**config.mk**
```make
export PLATFORM = sky130hd
export DESIGN_NAME = welford_variance_bucket_unit
export DESIGN_NICKNAME = d
export VERILOG_FILES = /design/src/rtl/wvb_pkg.sv /design/src/rtl/wvb_divider.sv /design/src/rtl/wvb_multiplier.sv /design/src/rtl/welford_variance_bucket_unit.sv
export SDC_FILE = /design/constraint.sdc
export NUM_CORES = 2
export LEC_CHECK = 0
export BUFFER_PORTS_ARGS = -buffer_cell sky130_fd_sc_hd__buf_2
export CORE_UTILIZATION = 44
export CTS_CLUSTER_DIAMETER = 200
export DETAILED_ROUTE_END_ITERATION = 8
export GPL_TIMING_DRIVEN = 0
export SYNTH_ARGS = -nofsm -noshare
export SYNTH_HDL_FRONTEND = slang
export SYNTH_SLANG_ARGS = --single-unit
```
**constraint.sdc**
```tcl
create_clock -name clock -period 15.8 [get_ports clock]
set_input_delay 3.16 -clock clock [delete_from_list [all_inputs] [get_ports clock]]
set_output_delay 3.16 -clock clock [all_outputs]
set_load 0.02 [all_outputs]
```
**src/rtl/wvb_pkg.sv**
```systemverilog
// ----------------------------------------------------------------------------
// Welford variance bucket package
// Shared widths and function codes.
// ----------------------------------------------------------------------------
package wvb_pkg;

   localparam int COUNT_BITS_DEF = 16;
   localparam int PRICE_BITS_DEF = 32;

   localparam int SUM_W  = 48;
   localparam int SQ_W   = 64;
   localparam int MEAN_W = 48;
   localparam int M2_W   = 64;
   localparam int VAR_W  = 63;

   typedef enum logic [1:0] {
      FUNC_ADD  = 2'd0,
      FUNC_SEAL = 2'd1,
      FUNC_OPEN = 2'd2,
      FUNC_NONE = 2'd3
   } func_type;

endpackage

```
**src/rtl/wvb_divider.sv**
```systemverilog
// ----------------------------------------------------------------------------
// Serial divider
// Unsigned restoring division, one quotient bit per cycle.
// ----------------------------------------------------------------------------
module wvb_divider
   import wvb_pkg::*;
#(
   parameter int NUM_W = 64,
   parameter int DEN_W = 16
) (
   input  logic             clock,
   input  logic             reset,
   input  logic             start,
   input  logic [NUM_W-1:0] numer,
   input  logic [DEN_W-1:0] denom,
   output logic             done,
   output logic [NUM_W-1:0] quot
);

   localparam int CNT_W = $clog2(NUM_W + 1);

   logic [NUM_W-1:0] q_ff, q_in;
   logic [DEN_W:0]   r_ff, r_in;
   logic [DEN_W-1:0] d_ff, d_in;
   logic [CNT_W-1:0] cnt_ff, cnt_in;
   logic             busy_ff, busy_in;
   logic             done_ff, done_in;
   logic [DEN_W:0]   trial;

   always_comb begin
      q_in    = q_ff;
      r_in    = r_ff;
      d_in    = d_ff;
      cnt_in  = cnt_ff;
      busy_in = busy_ff;
      done_in = 1'b0;
      trial   = {r_ff[DEN_W-1:0], q_ff[NUM_W-1]};
      if (start) begin
         q_in    = numer;
         r_in    = '0;
         d_in    = denom;
         cnt_in  = CNT_W'(NUM_W);
         busy_in = 1'b1;
      end else if (busy_ff) begin
         if (trial >= {1'b0, d_ff}) begin
            r_in = trial - {1'b0, d_ff};
            q_in = {q_ff[NUM_W-2:0], 1'b1};
         end else begin
            r_in = trial;
            q_in = {q_ff[NUM_W-2:0], 1'b0};
         end
         cnt_in = cnt_ff - 1'b1;
         if (cnt_ff == CNT_W'(1)) begin
            busy_in = 1'b0;
            done_in = 1'b1;
         end
      end
   end

   always_ff @(posedge clock) begin
      if (reset) begin
         busy_ff <= 1'b0;
         done_ff <= 1'b0;
         cnt_ff  <= '0;
      end else begin
         busy_ff <= busy_in;
         done_ff <= done_in;
         cnt_ff  <= cnt_in;
      end
      q_ff <= q_in;
      r_ff <= r_in;
      d_ff <= d_in;
   end

   assign done = done_ff;
   assign quot = q_ff;

endmodule

```
**src/rtl/wvb_multiplier.sv**
```systemverilog
// ----------------------------------------------------------------------------
// Serial multiplier
// Unsigned shift-and-add product, one multiplier bit per cycle.
// ----------------------------------------------------------------------------
module wvb_multiplier
   import wvb_pkg::*;
#(
   parameter int A_W = 64
) (
   input  logic             clock,
   input  logic             reset,
   input  logic             start,
   input  logic [A_W-1:0]   op_a,
   input  logic [A_W-1:0]   op_b,
   output logic             done,
   output logic [2*A_W-1:0] prod
);

   localparam int CNT_W = $clog2(A_W + 1);

   logic [2*A_W-1:0] acc_ff, acc_in;
   logic [2*A_W-1:0] a_ff, a_in;
   logic [A_W-1:0]   b_ff, b_in;
   logic [CNT_W-1:0] cnt_ff, cnt_in;
   logic             busy_ff, busy_in;
   logic             done_ff, done_in;

   always_comb begin
      acc_in  = acc_ff;
      a_in    = a_ff;
      b_in    = b_ff;
      cnt_in  = cnt_ff;
      busy_in = busy_ff;
      done_in = 1'b0;
      if (start) begin
         acc_in  = '0;
         a_in    = {{A_W{1'b0}}, op_a};
         b_in    = op_b;
         cnt_in  = CNT_W'(A_W);
         busy_in = 1'b1;
      end else if (busy_ff) begin
         if (b_ff[0]) acc_in = acc_ff + a_ff;
         a_in   = {a_ff[2*A_W-2:0], 1'b0};
         b_in   = {1'b0, b_ff[A_W-1:1]};
         cnt_in = cnt_ff - 1'b1;
         if (cnt_ff == CNT_W'(1)) begin
            busy_in = 1'b0;
            done_in = 1'b1;
         end
      end
   end

   always_ff @(posedge clock) begin
      if (reset) begin
         busy_ff <= 1'b0;
         done_ff <= 1'b0;
         cnt_ff  <= '0;
      end else begin
         busy_ff <= busy_in;
         done_ff <= done_in;
         cnt_ff  <= cnt_in;
      end
      acc_ff <= acc_in;
      a_ff   <= a_in;
      b_ff   <= b_in;
   end

   assign done = done_ff;
   assign prod = acc_ff;

endmodule

```
**src/rtl/welford_variance_bucket_unit.sv**
```systemverilog
// ----------------------------------------------------------------------------
// Welford variance bucket unit
// Running count, mean, Welford and naive variance of one price bucket.
//
//   channel  direction  beat contents
//   req      in         func, price
//   rsp      out        sample_count, mean_value, welford_variance,
//                       naive_variance, is_sealed, dropped
//
// Each serial 64-bit divide or multiply runs one bit per cycle in the
// shared divider and multiplier.
// A sample uses one divide for the mean and two multiplies for M2 and the
// square; the report then needs three divides and one multiply.
// Seal, open, unused codes and dropped samples run only the report; with
// fewer than two samples held, the report needs no divide or multiply.
// Reset clears all statistics and the seal.
// A waiting result blocks the next beat; a finished result sits in the
// output register while rsp_ready is low.
// ----------------------------------------------------------------------------
module welford_variance_bucket_unit
   import wvb_pkg::*;
#(
   parameter int COUNT_BITS = COUNT_BITS_DEF,
   parameter int PRICE_BITS = PRICE_BITS_DEF
) (
   input  logic                  clock,
   input  logic                  reset,
   input  logic                  req_valid,
   output logic                  req_ready,
   input  logic [1:0]            req_func,
   input  logic [PRICE_BITS-1:0] req_price,
   output logic                  rsp_valid,
   input  logic                  rsp_ready,
   output logic [15:0]           rsp_sample_count,
   output logic [31:0]           rsp_mean_value,
   output logic [62:0]           rsp_welford_variance,
   output logic [62:0]           rsp_naive_variance,
   output logic                  rsp_is_sealed,
   output logic                  rsp_dropped
);

   typedef enum logic [10:0] {
      ST_IDLE  = 11'b00000000001,
      ST_MDIV  = 11'b00000000010,
      ST_MUPD  = 11'b00000000100,
      ST_MUL   = 11'b00000001000,
      ST_SQ    = 11'b00000010000,
      ST_WDIV  = 11'b00000100000,
      ST_SDIV  = 11'b00001000000,
      ST_AVDIV = 11'b00010000000,
      ST_MSQ   = 11'b00100000000,
      ST_FIN   = 11'b01000000000,
      ST_OUT   = 11'b10000000000
   } state_type;

   localparam logic [COUNT_BITS-1:0] CNT_MAX = '1;
   localparam logic signed [SUM_W-1:0] SUM_MAX = {1'b0, {(SUM_W-1){1'b1}}};
   localparam logic signed [SUM_W-1:0] SUM_MIN = {1'b1, {(SUM_W-1){1'b0}}};

   state_type state_ff, state_in;

   logic [COUNT_BITS-1:0]    cnt_ff, cnt_in;
   logic signed [SUM_W-1:0]  sum_ff, sum_in;
   logic [SQ_W-1:0]          sq_ff, sq_in;
   logic signed [MEAN_W-1:0] mean_ff, mean_in;
   logic [M2_W-1:0]          m2_ff, m2_in;
   logic                     seal_ff, seal_in;

   logic signed [MEAN_W-1:0] p16_ff, p16_in;
   logic signed [MEAN_W-1:0] delta_ff, delta_in;
   logic                     drop_ff, drop_in;
   logic [M2_W-1:0]          wvar_ff, wvar_in;
   logic [SQ_W-1:0]          avsq_ff, avsq_in;
   logic [SUM_W-1:0]         mmag_ff, mmag_in;

   logic [15:0] o_cnt_ff, o_cnt_in;
   logic [31:0] o_mean_ff, o_mean_in;
   logic [62:0] o_wv_ff, o_wv_in, o_nv_ff, o_nv_in;
   logic        o_seal_ff, o_seal_in, o_drop_ff, o_drop_in;
   logic        ovalid_ff, ovalid_in;

   logic         div_start, div_done;
   logic [63:0]  div_num, div_q;
   logic [31:0]  div_den;
   logic         mul_start, mul_done;
   logic [63:0]  mul_a, mul_b;
   logic [127:0] mul_p;

   logic signed [MEAN_W-1:0] p_ext;
   logic signed [SUM_W:0]    sum_wide;
   logic [SQ_W:0]            sq_wide;
   logic [M2_W:0]            m2_wide;
   logic [MEAN_W-1:0]        dmag, d2mag;
   logic [63:0]              term;
   logic [63:0]              msq;
   logic signed [MEAN_W-1:0] mean_t, delta2;
   logic [MEAN_W-1:0]        qm;
   logic signed [MEAN_W-1:0] mean_div;

   wvb_divider #(.NUM_W(64), .DEN_W(32)) u_div (
      .clock (clock),
      .reset (reset),
      .start (div_start),
      .numer (div_num),
      .denom (div_den),
      .done  (div_done),
      .quot  (div_q)
   );

   wvb_multiplier #(.A_W(64)) u_mul (
      .clock (clock),
      .reset (reset),
      .start (mul_start),
      .op_a  (mul_a),
      .op_b  (mul_b),
      .done  (mul_done),
      .prod  (mul_p)
   );

   assign req_ready = (state_ff == ST_IDLE) && !ovalid_ff;
   assign p_ext     = MEAN_W'(signed'(req_price));

   always_comb begin
      state_in  = state_ff;
      cnt_in    = cnt_ff;
      sum_in    = sum_ff;
      sq_in     = sq_ff;
      mean_in   = mean_ff;
      m2_in     = m2_ff;
      seal_in   = seal_ff;
      p16_in    = p16_ff;
      delta_in  = delta_ff;
      drop_in   = drop_ff;
      wvar_in   = wvar_ff;
      avsq_in   = avsq_ff;
      mmag_in   = mmag_ff;
      o_cnt_in  = o_cnt_ff;
      o_mean_in = o_mean_ff;
      o_wv_in   = o_wv_ff;
      o_nv_in   = o_nv_ff;
      o_seal_in = o_seal_ff;
      o_drop_in = o_drop_ff;
      ovalid_in = ovalid_ff;
      div_start = 1'b0;
      div_num   = '0;
      div_den   = '0;
      mul_start = 1'b0;
      mul_a     = '0;
      mul_b     = '0;
      sum_wide  = '0;
      sq_wide   = '0;
      m2_wide   = '0;
      term      = '0;
      msq       = '0;
      dmag      = delta_ff[MEAN_W-1] ? MEAN_W'(-delta_ff) : MEAN_W'(delta_ff);
      qm        = MEAN_W'(div_q);
      mean_div  = delta_ff[MEAN_W-1] ? -signed'(qm) : signed'(qm);
      mean_t    = mean_ff;
      delta2    = p16_ff - mean_ff;
      d2mag     = delta2[MEAN_W-1] ? MEAN_W'(-delta2) : MEAN_W'(delta2);

      if (ovalid_ff && rsp_ready) ovalid_in = 1'b0;

      unique case (state_ff)
         ST_IDLE: begin
            if (req_valid && req_ready) begin
               drop_in = 1'b0;
               unique case (func_type'(req_func))
                  FUNC_ADD: begin
                     if (seal_ff || cnt_ff == CNT_MAX) begin
                        drop_in  = 1'b1;
                        state_in = ST_WDIV;
                     end else begin
                        cnt_in   = cnt_ff + 1'b1;
                        sum_wide = (SUM_W+1)'(sum_ff) + (SUM_W+1)'(p_ext);
                        if (sum_wide > (SUM_W+1)'(SUM_MAX)) sum_in = SUM_MAX;
                        else if (sum_wide < (SUM_W+1)'(SUM_MIN)) sum_in = SUM_MIN;
                        else sum_in = SUM_W'(sum_wide);
                        p16_in   = p_ext <<< 8;
                        delta_in = (p_ext <<< 8) - mean_ff;
                        state_in = ST_MDIV;
                     end
                  end
                  FUNC_SEAL: begin
                     seal_in  = 1'b1;
                     state_in = ST_WDIV;
                  end
                  FUNC_OPEN: begin
                     cnt_in   = '0;
                     sum_in   = '0;
                     sq_in    = '0;
                     mean_in  = '0;
                     m2_in    = '0;
                     seal_in  = 1'b0;
                     state_in = ST_WDIV;
                  end
                  FUNC_NONE: state_in = ST_WDIV;
                  default:   state_in = ST_WDIV;
               endcase
            end
         end
         ST_MDIV: begin
            div_start = 1'b1;
            div_num   = 64'(dmag);
            div_den   = 32'(cnt_ff);
            state_in  = ST_MUPD;
         end
         ST_MUPD: begin
            if (div_done) begin
               mean_t  = mean_ff + mean_div;
               mean_in = mean_t;
               delta2  = p16_ff - mean_t;
               d2mag   = delta2[MEAN_W-1] ? MEAN_W'(-delta2) : MEAN_W'(delta2);
               mul_start = 1'b1;
               mul_a   = 64'(dmag);
               mul_b   = 64'(d2mag);
               state_in = ST_MUL;
            end
         end
         ST_MUL: begin
            if (mul_done) begin
               if (mul_p[127:80] != '0) term = '1;
               else term = mul_p[79:16];
               m2_wide = {1'b0, m2_ff} + {1'b0, term};
               m2_in   = m2_wide[M2_W] ? '1 : m2_wide[M2_W-1:0];
               mul_start = 1'b1;
               mul_a   = p16_ff[MEAN_W-1] ? 64'(MEAN_W'(-p16_ff) >> 8)
                                          : 64'(MEAN_W'(p16_ff) >> 8);
               mul_b   = mul_a;
               state_in = ST_SQ;
            end
         end
         ST_SQ: begin
            if (mul_done) begin
               sq_wide  = {1'b0, sq_ff} + {1'b0, mul_p[63:0]};
               sq_in    = sq_wide[SQ_W] ? '1 : sq_wide[SQ_W-1:0];
               state_in = ST_WDIV;
            end
         end
         ST_WDIV: begin
            if (cnt_ff < COUNT_BITS'(2)) begin
               state_in = ST_FIN;
            end else begin
               div_start = 1'b1;
               div_num   = m2_ff;
               div_den   = 32'(cnt_ff - 1'b1);
               state_in  = ST_SDIV;
            end
         end
         ST_SDIV: begin
            if (div_done) begin
               wvar_in   = div_q;
               div_start = 1'b1;
               div_num   = sq_ff;
               div_den   = 32'(cnt_ff);
               state_in  = ST_AVDIV;
            end
         end
         ST_AVDIV: begin
            if (div_done) begin
               avsq_in   = div_q;
               div_start = 1'b1;
               div_num   = sum_ff[SUM_W-1] ? 64'(unsigned'(-sum_ff))
                                           : 64'(unsigned'(sum_ff));
               div_den   = 32'(cnt_ff);
               state_in  = ST_MSQ;
            end
         end
         ST_MSQ: begin
            if (div_done) begin
               mmag_in   = SUM_W'(div_q);
               mul_start = 1'b1;
               mul_a     = 64'(div_q[31:0]);
               mul_b     = 64'(div_q[31:0]);
               state_in  = ST_FIN;
            end
         end
         ST_FIN: begin
            if (cnt_ff < COUNT_BITS'(2) || mul_done) begin
               msq = (mmag_ff[SUM_W-1:32] != '0) ? '1 : mul_p[63:0];
               o_cnt_in  = 16'(cnt_ff);
               o_mean_in = 32'(mean_ff / 256);
               if (cnt_ff < COUNT_BITS'(2)) begin
                  o_wv_in = '0;
                  o_nv_in = '0;
               end else begin
                  o_wv_in = wvar_ff[63] ? '1 : wvar_ff[62:0];
                  if (avsq_ff > msq)
                     o_nv_in = ((avsq_ff - msq) > 64'h7FFFFFFFFFFFFFFF) ? '1
                               : 63'(avsq_ff - msq);
                  else
                     o_nv_in = '0;
               end
               o_seal_in = seal_ff;
               o_drop_in = drop_ff;
               state_in  = ST_OUT;
            end
         end
         ST_OUT: begin
            if (!ovalid_ff) begin
               ovalid_in = 1'b1;
               state_in  = ST_IDLE;
            end
         end
         default: state_in = ST_IDLE;
      endcase
   end

   always_ff @(posedge clock) begin
      if (reset) begin
         state_ff  <= ST_IDLE;
         cnt_ff    <= '0;
         sum_ff    <= '0;
         sq_ff     <= '0;
         mean_ff   <= '0;
         m2_ff     <= '0;
         seal_ff   <= 1'b0;
         ovalid_ff <= 1'b0;
      end else begin
         state_ff  <= state_in;
         cnt_ff    <= cnt_in;
         sum_ff    <= sum_in;
         sq_ff     <= sq_in;
         mean_ff   <= mean_in;
         m2_ff     <= m2_in;
         seal_ff   <= seal_in;
         ovalid_ff <= ovalid_in;
      end
      p16_ff    <= p16_in;
      delta_ff  <= delta_in;
      drop_ff   <= drop_in;
      wvar_ff   <= wvar_in;
      avsq_ff   <= avsq_in;
      mmag_ff   <= mmag_in;
      o_cnt_ff  <= o_cnt_in;
      o_mean_ff <= o_mean_in;
      o_wv_ff   <= o_wv_in;
      o_nv_ff   <= o_nv_in;
      o_seal_ff <= o_seal_in;
      o_drop_ff <= o_drop_in;
   end

   assign rsp_valid            = ovalid_ff;
   assign rsp_sample_count     = o_cnt_ff;
   assign rsp_mean_value       = o_mean_ff;
   assign rsp_welford_variance = o_wv_ff;
   assign rsp_naive_variance   = o_nv_ff;
   assign rsp_is_sealed        = o_seal_ff;
   assign rsp_dropped          = o_drop_ff;

   a_one_hot: assert property (@(posedge clock) disable iff (reset) $onehot(state_ff))
      else $error("state not one-hot");
   a_no_accept_busy: assert property (@(posedge clock) disable iff (reset)
      (state_ff != ST_IDLE) |-> !req_ready) else $error("ready while busy");
   a_seal_drop: assert property (@(posedge clock) disable iff (reset)
      (rsp_valid && rsp_dropped) |-> (rsp_is_sealed || rsp_sample_count == 16'(CNT_MAX)))
      else $error("drop without cause");
   a_small_var: assert property (@(posedge clock) disable iff (reset)
      (rsp_valid && rsp_sample_count < 16'd2) |-> (rsp_welford_variance == '0))
      else $error("variance below two samples");

endmodule
```
* Yosys cells after proc, flatten, opt, wreduce, memory -nomap -nowiden *
Index checks and enable logic that the tools add are counted.
Widths: inputs -> output; s select.

word-level totals
  register bits = 1152
  bits of input ports = 38
  output and inout port bits = 178
  logic and storage cells = 216

cells by class
  add/subtract/negate cells = 19
  magnitude comparators = 6
  eq/ne operators = 28
  multiplexer cells = 85
  bitwise operators = 5
  reductions and logical operators = 38

operators with widths
  kind                  count
  $mux 64               18
  $mux 48               13
  $pmux 56 s3           2
  $pmux 64 s2           2
  $pmux 64 s4           1
  $neg 48->48           4
  $pmux 48 s2           2
  $add 64x64->65        2
  $add 128x128->128     1
  $mux 63               2
  $pmux 11 s11          1
  $mux 56               2
  $mux 11               9
  $mux 32               3
  $pmux 32 s3           1
  $sub 40x48->48        2
  $gt 64x63->1 const B  1
  $gt 64x64->1          1
  $sub 64x64->64        1
  $add 48x32->49        1
  $gt 49x48->1 const B  1
  $lt 49x48->1 const B  1
  $add 48x48->48        1
  $neg 40->48           1
  other kinds (49)      108

* Depth between registers and ports, before layout *
  word-level depth = 9
  gate-level depth with buffers = 36
  gate-level depth less buffers = 35

* By module *
Synthesis repeated with hierarchy kept, for this count alone.

second synthesis, totals
  cell total of the unflattened synthesis = 8992
  area, all modules = 78982.0 sq um

by module, submodules not included
  module                        instances  cells an instance  area an instance (sq um)  sequential area each (sq um)
  welford_variance_bucket_unit  1          5961               50822.5                   17106.4
  wvb_multiplier                1          2355               20644.8                   7867.5
  wvb_divider                   1          676                7514.7                    3703.6

* Least setup slack after synthesis *
Ideal clock, no wire load.

  path type = register -> register
  start point = reg cnt_ff[10]
  end point = reg o_drop_ff, in the netlist rsp_dropped (enable)
  library setup time = 0.715 ns
  arrival time = 8.906 ns
  data required time = 15.085 ns
  slack = 6.178 ns
  stages on the path, launching flop included = 7
  buffers on the path = 1
  period minus slack after synthesis = 9.622 ns
  path through = dfxtp_1 -> clkbuf_1 -> or3_1 -> or3_1 -> nor2_1 -> nor2_1 -> nor2_1

between the ends
  word-level cells in the longest chain between the ends = 3

ends and longest elaborated chain
  item                               RTL line                             text
  from (decl)                        welford_variance_bucket_unit.sv:62   logic [COUNT_BITS-1:0] cnt_ff, cnt_in;
  from (signal assigned)             welford_variance_bucket_unit.sv:321  cnt_ff <= cnt_in;
  $lt 16x2->1                        welford_variance_bucket_unit.sv:279  if (cnt_ff < COUNT_BITS'(2) || mul_done) begin
  $logic_or 1x1->1                   welford_variance_bucket_unit.sv:279
  $reduce_and 2->1 (no source line)  n/a
  to (signal assigned)               welford_variance_bucket_unit.sv:340  o_drop_ff <= o_drop_in;
  to (decl)                          welford_variance_bucket_unit.sv:79   logic o_seal_ff, o_seal_in, o_drop_ff, o_drop_in;

No other way between the ends.
A chain may end at the register's enable or synchronous reset.

* Final worst setup path *
  start point = reg u_div.q_ff[0], in the netlist u_div.quot[0]
  end point = reg u_mul.b_ff[26], data pin

between the ends
  word-level cells in the longest chain between the ends = 9

ends and longest elaborated chain
  item                    RTL line                             text
  from (decl)             wvb_divider.sv:22                    logic [NUM_W-1:0] q_ff, q_in;
  from (signal assigned)  wvb_divider.sv:70                    q_ff <= q_in;
  $neg 48->48             welford_variance_bucket_unit.sv:157  mean_div = delta_ff[MEAN_W-1] ? -signed'(qm) : signed'(qm);
  $mux 48 *               welford_variance_bucket_unit.sv:157
  $add 48x48->48 *        welford_variance_bucket_unit.sv:210  mean_t = mean_ff + mean_div;
  $sub 40x48->48 *        welford_variance_bucket_unit.sv:212  delta2 = p16_ff - mean_t;
  $neg 48->48             welford_variance_bucket_unit.sv:213  d2mag = delta2[MEAN_W-1] ? MEAN_W'(-delta2) : MEAN_W'(delta2);
  $mux 48 *               welford_variance_bucket_unit.sv:213
  $mux 48 *               welford_variance_bucket_unit.sv:209  if (div_done) begin
  $pmux 56 s3 *           welford_variance_bucket_unit.sv:164  unique case (state_ff)
  $mux 64 *               wvb_multiplier.sv:35                 if (start) begin
  via u_mul.b_in[26]      wvb_multiplier.sv:23                 logic [A_W-1:0] b_ff, b_in;
  to (signal assigned)    wvb_multiplier.sv:65                 b_ff <= b_in;
  to (decl)               wvb_multiplier.sv:23

Mark *: on every way through the listed nets, which the timed path passes. The rest lies on a longest branch.

==> flow_metrics.py <==
metrics = {
    "placed_design": {
        "io_buffers": 215,
        "hpwlAfterDp_mm": 244.7,
        "place_area_um2": 79850,
        "place_congestion": 1.035,
    },
    "sta": {
        "tns_ns": 0,
        "slew_headroom_pct": -5.517,
        "grt_setup_unrepaired": "no",
        "timing.fmax_ghz": 0.09805,
        "worst_slew_pin_slew_ns": 1.583,
        "slew_violations": 11,
        "fin_crit_ns": 10.20,
        "skew_ns": 0.05807,
        "hold_viol_final": 0,
        "min_period_over_period_pct": 64.55,
        "finalSetupViolCount": 0,
    },
    "setup_path": {
        "critPathCaptureType": "flip-flop",
        "required_ns": 16.36,
        "cp-start-kind": "flip-flop",
        "cp_data_arrival_time_ns": 10.76,
        "crit_path_top_delay_cell": "xnor2_1",
        "cp_top_family": "compound AO/OA/AOI/OAI gates",
        "critPathBufInv": 3,
        "cpPeakStageDelay_ns": 0.86,
        "criticalPathCategory": "flip-flop to flip-flop",
        "worstPathMaxFanout": 10,
    },
    "drt": {
        "drt-total-wl_mm": 304.6,
        "wire_per_inst_um": 26.49,
        "drt_pass1_iterations": 8,
        "drt-initial-drc-count": 7840,
        "viasPerCell": 6.145,
        "vias": 70670,
        "ant_nets": 0,
        "drc_errors": 0,
    },
    "cts": {
        "cts_tree": "built",
        "cts_hold_buffers": 0,
        "root_buffer": "clkbuf_16",
        "ctsResizeCount": 0,
        "cts_buffers": 134,
        "cts_buffer_depth": 3,
        "clkSinkCount": 1097,
        "clk_latency_ns": 0.83,
        "clkTransAtPathRegs_ns": 0.06,
        "h-tree-depth": 4,
        "post_cts_buffers": 0,
    },
    "pwr": {
        "pwr-share-clk_pct": 39.5,
        "cellPowerDensity_nw_per_um2": 95.98,
        "power.share.switching_pct": 31.81,
        "vdd_drop_max_uv": 95.09,
        "p_leak_nw": 35.10,
        "p_comb_share_pct": 20.2,
        "seq_power_share_pct": 40.3,
        "p_switching_mw": 2.577,
        "p_int_mw": 5.523,
    },
    "yosys": {
        "synth_edf_count": 602,
        "syn-mean-instance-area_um2": 8.601,
        "yosys-top-cells-area": "edfxtp_1 (24%), dfxtp_1 (13%), ha_1 (9.0%)",
        "ys_seq_elements": 1097,
        "yosysTopAreaCellShare_pct": 23.89,
        "yosysMostFrequentCell": "nand2_1",
        "synth_seq_area_share_pct": 36.98,
        "synth_top_cells_by_count": "nand2_1 (954), nor2_1 (901), a21oi_1 (810)",
        "ys_types": 93,
        "yosys_warnings": 0,
        "syn_nets": 9386,
        "syn-cell-area_um2": 75680,
        "synth_cells": 8799,
        "yosys.area.top_type": "edfxtp_1",
        "synthFlopType": "edfxtp_1",
        "synthArstFlopShare_pct": 0,
    },
    "finish": {
        "nFillCells": 16300,
        "drive_gt1_share_pct": 5.745,
        "fin_nets": 9751,
        "design_area_um2": 84390,
        "area_growth_pct": 11.51,
    },
    "outcome": {
        "status": "finished, violations left",
        "violations": "max-capacitance violations, max-slew violations",
    },
    "floorplanning": {
        "rows": 151,
        "dieArea_um2": 173700,
        "io_pins": 216,
        "die_h_um": 416.7,
        "start_util_pct": 44.51,
        "coreArea_um2": 170000,
        "die_w_um": 416.7,
    },
    "global_route": {
        "grt_overflow": 0,
        "grt_pass1_vias": 65590,
        "grtUsageTotal_pct": 33.97,
        "grt_pass1_wl_mm": 436.8,
        "grt_start_max_net_pins": 65,
        "antenna_found_initial": 26,
    },
    "flow_run": {
        "maxCapViolCount": 2,
    },
    "min_path": {
        "hold_path_class": "flip-flop to flip-flop",
    },
}
## state kept, by name, summed over array words and instances, names as in the netlist, 17 cells and up
signal and flops:
rsp_naive_variance 63, delta_ff 48, wvar_ff 64, u_div.quot 64, mean_ff 48, sum_ff 48, u_div.r_ff 32, u_mul.b_ff 56
rsp_welford_variance 63, m2_ff 64, rsp_mean_value 32, sq_ff 64, u_mul.prod 128, avsq_ff 64, u_div.d_ff 17, p16_ff 32
u_mul.a_ff 128
## cell type report
class	count	area, um2	share of cell area, %
diodes	5	12.51	0.01483
repair buffers	229	1354	1.604
well taps	2218	2775	3.288
clock buffers	166	3585	4.248
flip-flops and latches	1097	27990	33.16
plain buffers	449	1708	2.024
clock inverters	83	939.7	1.113
multi-input cells	7022	45160	53.51
inverters	231	869.6	1.030
## power by group through the flow
stage | sequential (mW) | clock (mW) | combinational (mW)
global placement | 3.32 | 0 | 1.57
global route | 3.27 | 3.34 | 1.79
finish | 3.27 | 3.20 | 1.63
detailed placement | 3.32 | 0 | 1.60
floorplan | 3.23 | 0 | 1.18
CTS | 3.26 | 3.24 | 1.61
## layer usage
layer	vias to the layer above	GRT usage [%]	wire, um
li1	32930	-	-
met1	34040	45.43	130200
met2	3008	52.09	131100
met3	678	6.570	25630
met4	8	17.34	17630
met5	-	0	50
## path summary, 6_finish.rpt
path                 start             endpoint  slack [ns]  depth (start not counted)
min reg2reg      cnt_ff[2]  rsp_sample_count[2]        0.45                          0
max          u_div.quot[0]       u_mul.b_ff[26]        5.60                         34
max reg2reg  u_div.quot[0]       u_mul.b_ff[26]        5.60                         34
min              cnt_ff[2]  rsp_sample_count[2]        0.45                          0
## cell usage in the layout (no fill, tap or decap), drive strengths merged, types with 26 or more instances in the layout
cell	Yosys	layout
a221o	31	31
nor3	174	174
clkbuf	422	589
nand2b	146	146
nand3	157	157
a211oi	75	75
or4	37	37
a222oi	39	39
clkinv	0	54
o211ai	59	59
o21a	116	116
nor2b	55	55
a21oi	810	810
o21ai	594	594
and4	31	31
inv	231	239
nor4	50	50
and2	70	70
nand4	127	127
buf	27	255
o31ai	77	77
ha	542	542
o41ai	26	26
or3	59	59
o22a	27	27
o21bai	84	84
xor2	303	303
a21o	396	396
a22oi	27	27
dfxtp	495	495
and3	52	52
nand2	954	954
xnor2	441	441
nor2	901	901
a311oi	26	26
mux2i	78	78
edfxtp	602	602
a31oi	135	135
or2	34	34
## stage by stage
stage,hold slack [ns],utilization [%],setup slack (ns),power [mW],cells
after global routing,0.4722,49.63,5.042,8.400,11500
after detailed placement,0.4408,46.96,5.932,4.914,11250
final,0.4512,49.63,5.601,8.100,11500
after floorplan,0.4003,-,6.178,4.409,8799
after CTS,0.4529,49.62,5.899,8.104,11490
after global placement,0.4238,46.77,1.940,4.896,11230
## cell families (layout without fill, tap and decap cells)
family | after synthesis | after routing | share of synthesized area, %
xor gates and xnor gates | 744 | 744 | 8.610
other | 1 | 6 | 0.004955
DFF | 1097 | 1097 | 36.98
adders and majority gates | 549 | 549 | 9.146
muxes | 81 | 81 | 1.076
buffers and inverters | 680 | 1158 | 3.386
and+or+nand+nor | 2894 | 2894 | 17.61
AOI/OAI and AO/OA | 2753 | 2753 | 23.19
No activity file was read; power rests on OpenSTA's default activity.
